## src/rtl/sbit_pkg.sv

```systemverilog
`timescale 1ns / 1ps
`default_nettype none
package sbit_pkg;
  localparam int COORD_WIDTH_DEF = 16;
  localparam int CFG_IDX_WIDTH   = 2;
  typedef enum logic [CFG_IDX_WIDTH-1:0] {
    REG_BOX_LEFT   = 2'd0,
    REG_BOX_BOTTOM = 2'd1,
    REG_BOX_RIGHT  = 2'd2,
    REG_BOX_TOP    = 2'd3
  } cfg_reg_t;
endpackage
`default_nettype wire

```

## src/rtl/segment_box_intersect_test_unit.sv

```systemverilog
`timescale 1ns / 1ps
`default_nettype none
// Channel  Dir  Ports                                   Transfer
// in       in   in_start_x/y, in_end_x/y                in_valid & in_ready
// out      out  out_hit                                 out_valid & out_ready
// cfg      in   cfg_index, cfg_data (box registers)     cfg_valid & cfg_ready
//
// One segment accepted per cycle while the output is empty or taken.
// Pipeline: bounds/differences, eight products, corner sides, verdict.
// Whole pipeline advances when the output stage is empty or taken; a stall
// freezes every stage. Synchronous active-low reset clears valids and box
// registers to zero. Config is always ready; unknown indices are ignored.
module segment_box_intersect_test_unit #(
  parameter int COORD_WIDTH = sbit_pkg::COORD_WIDTH_DEF
) (
  input  wire                                    clk,
  input  wire                                    rst_n,
  input  wire                                    in_valid,
  output logic                                   in_ready,
  input  wire signed [COORD_WIDTH-1:0]           in_start_x,
  input  wire signed [COORD_WIDTH-1:0]           in_start_y,
  input  wire signed [COORD_WIDTH-1:0]           in_end_x,
  input  wire signed [COORD_WIDTH-1:0]           in_end_y,
  output logic                                   out_valid,
  input  wire                                    out_ready,
  output logic                                   out_hit,
  input  wire                                    cfg_valid,
  output logic                                   cfg_ready,
  input  wire [sbit_pkg::CFG_IDX_WIDTH-1:0]      cfg_index,
  input  wire signed [COORD_WIDTH-1:0]           cfg_data
);
  logic signed [COORD_WIDTH-1:0] box_left_r, box_bottom_r, box_right_r, box_top_r;
  logic adv;

  assign cfg_ready = 1'b1;
  assign adv       = !out_valid || out_ready;
  assign in_ready  = adv;

  always_ff @(posedge clk) begin
    if (!rst_n) begin
      box_left_r   <= '0;
      box_bottom_r <= '0;
      box_right_r  <= '0;
      box_top_r    <= '0;
    end else if (cfg_valid) begin
      unique case (sbit_pkg::cfg_reg_t'(cfg_index))
        sbit_pkg::REG_BOX_LEFT:   box_left_r   <= cfg_data;
        sbit_pkg::REG_BOX_BOTTOM: box_bottom_r <= cfg_data;
        sbit_pkg::REG_BOX_RIGHT:  box_right_r  <= cfg_data;
        sbit_pkg::REG_BOX_TOP:    box_top_r    <= cfg_data;
        default: ;
      endcase
    end
  end

  sbit_pipe #(.COORD_WIDTH(COORD_WIDTH)) u_pipe (
    .clk     (clk),
    .rst_n   (rst_n),
    .adv     (adv),
    .in_v    (in_valid),
    .sx      (in_start_x),
    .sy      (in_start_y),
    .ex      (in_end_x),
    .ey      (in_end_y),
    .xl      (box_left_r),
    .yb      (box_bottom_r),
    .xr      (box_right_r),
    .yt      (box_top_r),
    .out_v   (out_valid),
    .out_hit (out_hit)
  );
endmodule
`default_nettype wire

```

## src/rtl/sbit_pipe.sv

```systemverilog
`timescale 1ns / 1ps
`default_nettype none
// Four-stage datapath: differences, products, corner signs, verdict.
module sbit_pipe #(
  parameter int COORD_WIDTH = sbit_pkg::COORD_WIDTH_DEF
) (
  input  wire                           clk,
  input  wire                           rst_n,
  input  wire                           adv,
  input  wire                           in_v,
  input  wire signed [COORD_WIDTH-1:0]  sx,
  input  wire signed [COORD_WIDTH-1:0]  sy,
  input  wire signed [COORD_WIDTH-1:0]  ex,
  input  wire signed [COORD_WIDTH-1:0]  ey,
  input  wire signed [COORD_WIDTH-1:0]  xl,
  input  wire signed [COORD_WIDTH-1:0]  yb,
  input  wire signed [COORD_WIDTH-1:0]  xr,
  input  wire signed [COORD_WIDTH-1:0]  yt,
  output logic                          out_v,
  output logic                          out_hit
);
  localparam int DW = COORD_WIDTH + 1;
  localparam int PW = 2 * DW;
  localparam int CW = PW + 1;

  // stage 1
  logic                 v1_r, ok1_r;
  logic signed [DW-1:0] dx_r, dy_r;
  logic signed [DW-1:0] cxl_r, cxr_r, cyb_r, cyt_r;
  // stage 2
  logic                 v2_r, ok2_r;
  logic signed [PW-1:0] pa_r [4];
  logic signed [PW-1:0] pb_r [4];
  // stage 3
  logic                 v3_r, ok3_r;
  logic [3:0]           pos_r, neg_r;
  // stage 4
  logic                 v4_r, hit4_r;

  logic                 ok1_nxt;
  logic signed [DW-1:0] cxs [4];
  logic signed [DW-1:0] cys [4];
  logic signed [CW-1:0] cr [4];

  always_comb begin
    logic signed [COORD_WIDTH-1:0] lox, hix, loy, hiy;
    lox = (sx < ex) ? sx : ex;
    hix = (sx < ex) ? ex : sx;
    loy = (sy < ey) ? sy : ey;
    hiy = (sy < ey) ? ey : sy;
    ok1_nxt = !(xl > xr) && !(yb > yt) && !(hix < xl) && !(lox > xr)
              && !(hiy < yb) && !(loy > yt);
  end

  assign cxs[0] = cxl_r; assign cys[0] = cyb_r;
  assign cxs[1] = cxr_r; assign cys[1] = cyb_r;
  assign cxs[2] = cxr_r; assign cys[2] = cyt_r;
  assign cxs[3] = cxl_r; assign cys[3] = cyt_r;

  always_comb begin
    for (int i = 0; i < 4; i++) begin
      cr[i] = CW'(pa_r[i]) - CW'(pb_r[i]);
    end
  end

  always_ff @(posedge clk) begin
    if (!rst_n) begin
      v1_r <= 1'b0; v2_r <= 1'b0; v3_r <= 1'b0; v4_r <= 1'b0;
    end else if (adv) begin
      v1_r <= in_v; v2_r <= v1_r; v3_r <= v2_r; v4_r <= v3_r;
    end
  end

  always_ff @(posedge clk) begin
    if (adv) begin
      ok1_r <= ok1_nxt;
      dx_r  <= DW'(ex) - DW'(sx);
      dy_r  <= DW'(ey) - DW'(sy);
      cxl_r <= DW'(xl) - DW'(sx);
      cxr_r <= DW'(xr) - DW'(sx);
      cyb_r <= DW'(yb) - DW'(sy);
      cyt_r <= DW'(yt) - DW'(sy);
      ok2_r <= ok1_r;
      for (int i = 0; i < 4; i++) begin
        pa_r[i] <= PW'(dx_r) * PW'(cys[i]);
        pb_r[i] <= PW'(dy_r) * PW'(cxs[i]);
      end
      ok3_r <= ok2_r;
      for (int i = 0; i < 4; i++) begin
        neg_r[i] <= cr[i][CW-1];
        pos_r[i] <= !cr[i][CW-1] && (cr[i] != '0);
      end
      hit4_r <= ok3_r && !(&pos_r) && !(&neg_r);
    end
  end

  assign out_v   = v4_r;
  assign out_hit = hit4_r;
endmodule
`default_nettype wire

```

## config.mk

```make
export PLATFORM = sky130hd
export DESIGN_NAME = segment_box_intersect_test_unit
export DESIGN_NICKNAME = d
export VERILOG_FILES = /design/src/rtl/sbit_pkg.sv /design/src/rtl/segment_box_intersect_test_unit.sv /design/src/rtl/sbit_pipe.sv
export SDC_FILE = /design/constraint.sdc
export NUM_CORES = 2
export LEC_CHECK = 0
export BUFFER_PORTS_ARGS = -buffer_cell sky130_fd_sc_hd__buf_2
export CORE_UTILIZATION = 30
export DETAILED_ROUTE_END_ITERATION = 10
export PLACE_DENSITY = 0.5
export SLEW_MARGIN = 5
export SYNTH_ARGS = -nofsm -noshare
export SYNTH_HDL_FRONTEND = slang
export SYNTH_HIERARCHICAL = 1
export SYNTH_SLANG_ARGS = --single-unit
```

## constraint.sdc

```tcl
create_clock -name clk -period 9.6 [get_ports clk]
set_input_delay 0.96 -clock clk [delete_from_list [all_inputs] [get_ports clk]]
set_output_delay 0.96 -clock clk [all_outputs]
set_load 0.02 [all_outputs]
```

# After elaboration in Yosys (flattened, before gate mapping)
# Memory sizes are Yosys's and may differ from the RTL's.
# Index checks and enable logic that the tools add are counted.
# word_totals
memories	2
in_bits	87
regBits	182
ramBits	272
# classes
eq_ne	3
n_reduce_logical	36
order_cmp	8
muxes	6
n_addsub	10
mul	4
# mem_list
name	words	word_bits	rd	rd_clocked_by_memory_dff	write_ports	line	text
u_pipe.pa_r	4	34	4	0	4	sbit_pipe.sv:32	logic signed [PW-1:0] pa_r [4];
u_pipe.pb_r	4	34	4	0	4	sbit_pipe.sv:33	logic signed [PW-1:0] pb_r [4];
# ops
operator	n
35-bit nonzero test	4
34-bit by 34-bit subtractor with 35-bit output	4
17-bit by 17-bit multiplier with 34-bit output	4
16-bit by 16-bit subtractor with 17-bit output	6
16-bit > comparator	4
16-bit < comparator	4
16-bit 2-to-1 mux	4
1-bit logical NOT	13
1-bit logical AND	11
2-bit AND reduction	4
4-bit AND reduction	2
2-bit equality test, second input constant	2
2-bit by 1-bit equality test with 1-bit output, second input constant	1
2-bit logical NOT	1
1-bit 2-to-1 mux	2
1-bit logical OR	1

# Logic depth before layout (Yosys ltp)
# depth
word_depth	8
ltp_mapped	27
ltp_nobuf	26

# By module
# Netlist, hierarchy kept.
# modules_own_cells
module	seq_area_each_um2	instances	area_per_inst_um2	cells_per_inst
sbit_pipe	7587.3	1	66150.9	7227
segment_box_intersect_test_unit	1281.2	1	2394.8	231

# Worst setup path after synthesis
# OpenSTA, ideal clock, no wires.
# synth_path
kind	input port to output port
startpoint	input port out_ready
endpoint	output port in_ready
required_time_ns	8.640
stages	1
slack_ns	1.541
arrival_ns	7.099
cell_sequence	nand2b_1
# synth_between
elab_chain_cells	1
# synth_lines
item	line	text
start: declaration	segment_box_intersect_test_unit.sv:25	input wire out_ready,
1-bit logical OR	segment_box_intersect_test_unit.sv:36	assign adv = !out_valid || out_ready;
end: declaration	segment_box_intersect_test_unit.sv:19	output logic in_ready,
# No other way between the ends.

==> summary.txt <==
Min path
  • Worst Hold Path EP: u_pipe/ok3_r
  • HP Class: flop to flop
  • WHS Path Cells: 0
  • Hold path startpoint: u_pipe/ok2_r

Synthesis
  • Post-synthesis net count: 9,407
  • Synth area leaders: fa_1, ha_1, edfxtp_1
  • Synth cell types: 111
  • Synth Area per Inst: 9.19 µm²
  • Syn Inst Count: 7,458
  • EDFF count, synth: 250
  • Top cell type by total area after synthesis: fa_1
  • Main synth FF type: edfxtp_1
  • Mapped Area: 0.0685 mm²
  • Post-synth top area share: 34.9%
  • Ys Warns: 6
  • Sequential area share after synthesis: 12.9%
  • Synth async-reset ratio: 0%
  • Number of synthesized register bits: 318

Setup path
  • Critical Path Start Type: flop
  • R2R Path End: u_pipe/pa_r[1][32]
  • CP max FO: 26
  • Worst Path Arrival: 7.97 ns
  • Worst R2R Start: u_pipe/dx_r[10]
  • CP Capture Type: flop
  • Critical path's slowest cell: edfxtp_1
  • Crit path max-delay family: adder cells
  • Required @ worst endpoint: 10.10 ns
  • Reg-to-reg setup timing slack: 2.13 ns
  • Critical path class: flop to flop
  • Buf/Inv on CP: 4
  • Reg2reg path depth: 22
  • CP Cell Sequence: buf_4 -> nand2_1 -> fa_1 -> fa_1 -> fa_1 -> fa_1 -> inv_1 -> fa_1 -> inv_1 -> fa_1 -> inv_1 -> ha_1 -> a21o_1 -> a21oi_1 -> o21ai_0 -> o311a_1 -> o21ai_1 -> nand2b_1 -> a31oi_1 -> o211ai_1 -> or4b_1 -> nand3_1
  • CP dominant cell by count: fa_1
  • Highest cell delay on the worst timing path: 0.59 ns

Timing
  • RSZ-0062 raised after global routing: false
  • Final Hold Violating Endpoints: 0
  • # setup viols final: 0
  • Post-route minimum period: 7.47 ns
  • Max-slew violations: 0
  • Setup Total Neg Slack: 0 ns
  • Top achievable clock speed: 134 MHz
  • Least-Margin Pin Slew: 1.18 ns
  • Slew margin rel.: 19.0%
  • Max Clock Skew: 0.0286 ns
  • Part of the cycle the worst path needs: 77.8%
  • Setup ws final: 2.13 ns

Routing
  • Via count: 51.0k
  • Drt wl/cell: 20.1 µm
  • 1st-iter DRT viols: 3,197
  • Routed Wire Length: 210 mm
  • Remaining routing DRC violations: 0
  • Post-DRT Antenna Nets: 0
  • DR vias/cell: 4.88
  • Drt pass-1 iters: 6

Cells and area
  • Syn-to-layout area delta: 7.58%
  • Area occupied by multi-input gates: 0.0530 mm²
  • Flip-flop and latch area: 0.00887 mm²
  • Ratio of cells with drive above 1 in the final layout: 4.15%
  • Final non-filler cell total: 10.5k
  • Final #Nets: 9,357
  • Fill cells: 23.8k
  • Final Cell Area: 0.0737 mm²

CTS
  • CTS tree: built
  • TritonCTS Buffers: 42
  • # hold bufs at CTS: 0
  • Post-CTS Resized: 0
  • Clock Latency Late Sink: 0.64 ns
  • H-tree depth: 2
  • Post-CTS setup buffers: 0
  • Max Root-Sink Buffers: 3
  • CTS root buffer: clkbuf_16
  • Sinks on Clock Net: 318
  • CTS clk-pin slew, worst paths: 0.07 ns

GRT
  • Largest net degree at the start of global routing: 167
  • Number of antenna violations at the first check in global routing: 13
  • Vias in the first global route: 54.4k
  • Grt ovf: 0
  • First-pass GRT wire length: 328 mm
  • GRT Overall Usage: 18.5%

Die
  • Height of the die: 480 µm
  • Die W: 480 µm
  • IO Pins: 91
  • Starting Density: 30.2%
  • Core ar.: 0.227 mm²
  • Die area: 0.230 mm²
  • FP Rows: 175

Flow run
  • Maxcap violations: 0

Placement
  • DP Worst Slack: 2.21 ns
  • DP Area: 0.0723 mm²
  • Cell Count Post-Placement: 10.4k
  • # port buffers: 89
  • GP Congestion: 0.929
  • DP Wirelength: 173 mm

Outcome
  • Status: finished, final reports clean
[kinds of logic after synthesis]
| kind of cell | share of synthesized area, % |
|---|---|
| AND/OR/NAND/NOR | 16.0 |
| adder cells (fa/ha/maj) | 47.1 |
| buffers and inverters | 9.75 |
| AO/OA/AOI/OAI | 9.52 |
| flip-flops | 12.9 |
| XOR/XNOR | 2.90 |
| multiplexers | 1.85 |
| other | 0.00547 |
[worst max path at each step]
stage	start	to	slack, ns	cells after the start
4_1_cts	u_pipe/dx_r[5]	u_pipe/pa_r[1][32]	2.19	23
3_3_place_gp	u_pipe/dx_r[5]	u_pipe/pa_r[1][32]	2.25	23
6_report	u_pipe/dx_r[10]	u_pipe/pa_r[1][32]	2.13	22
2_1_floorplan	out_ready	in_ready	1.54	1
5_1_grt	u_pipe/dx_r[4]	u_pipe/pa_r[3][33]	1.71	24
3_5_place_dp	u_pipe/dx_r[5]	u_pipe/pa_r[1][32]	2.21	23
[cell usage after synthesis (all sizes together) (14+ instances only)]
cell     count
nand3b      19
xor2        45
nor3        74
edfxtp     250
nor4        26
o21ai      223
o211ai      29
xnor2      182
a21o       101
inv       1519
a21oi      246
nor3b       22
mux2i       92
o22ai       14
o21a        54
a211oi      19
nand2      810
buf         21
nor2b       76
o31ai       22
and3        23
o21bai      31
clkbuf     221
mux2        31
nand3       87
nand4       51
nor2       280
a21boi      34
ha         668
a31oi       39
nand2b      70
fa        1194
o2111ai     17
or3         30
dfxtp       68
and2       590
a2111oi     15
[per-layer routing]
metal | vias up | track usage, % | share of wire [%]
met5 | - | 0 | 0.030
met1 | 26000 | 24.8 | 45
li1 | 23600 | - | -
met3 | 211 | 1.93 | 5.0
met4 | 10 | 4.58 | 2.6
met2 | 1292 | 31.7 | 48
[cell type report]
class                      instances  area share, %
antenna                            2        0.00679
clock buffer                      50           1.54
clock inverter                    25          0.465
inverter                        1519           7.73
multi-input combinational       5379           71.9
sequential                       318           12.0
tap                             3009           5.11
timing repair buffer             148           1.24
[state kept, by name, indices dropped and copies added (netlist names), 4 cells and up]
| register | flops |
|---|---|
| box_top_r | 16 |
| box_right_r | 16 |
| u_pipe/cxl_r | 17 |
| u_pipe/cyt_r | 17 |
| u_pipe/pb_r | 68 |
| u_pipe/pa_r | 68 |
| u_pipe/neg_r | 4 |
| u_pipe/cxr_r | 17 |
| u_pipe/pos_r | 4 |
| u_pipe/cyb_r | 17 |
| u_pipe/dx_r | 17 |
| u_pipe/dy_r | 17 |
| box_left_r | 16 |
| box_bottom_r | 16 |
[stage by stage]
step | utilization, % | hold WS (ns)
4_1_cts | 32.4 | 0.441
2_1_floorplan | - | 0.400
6_report | 32.4 | 0.439
3_5_place_dp | 31.8 | 0.427
5_1_grt | 32.4 | 0.457
3_3_place_gp | 31.8 | 0.414
[worst reg2reg max path: cells and delay by family (launching register included)]
kind,cells,cell delay (ns)
buf+inv,4,0.62
fa+ha+maj,7,3.42
simple gates,4,0.88
flops,1,0.59
compound gates,7,1.82
[placed cells by master (no fill, tap or decap), types with 33 or more instances in the layout]
master     netlist  layout
a31oi_1         35      35
o21ai_0        216     216
nor2b_1         75      75
edfxtp_1       250     250
dfxtp_1         68      68
buf_2           11      88
a21oi_1        244     244
o21a_1          54      54
nand3_1         86      86
a21boi_0        33      33
clkbuf_16        0      44
mux2i_1         92      92
buf_4            2      58
nand4_1         51      51
a21o_1         101     101
inv_1         1519    1519
nand2b_1        70      69
ha_1           668     668
xnor2_1        182     182
nor3_1          73      73
fa_1          1194    1194
and2_1         588     588
nand2_1        810     810
nor2_1         279     279
xor2_1          45      45
Power is not shown: default switching activity piles up to over one toggle a cycle in this logic, so the estimate is an artifact.
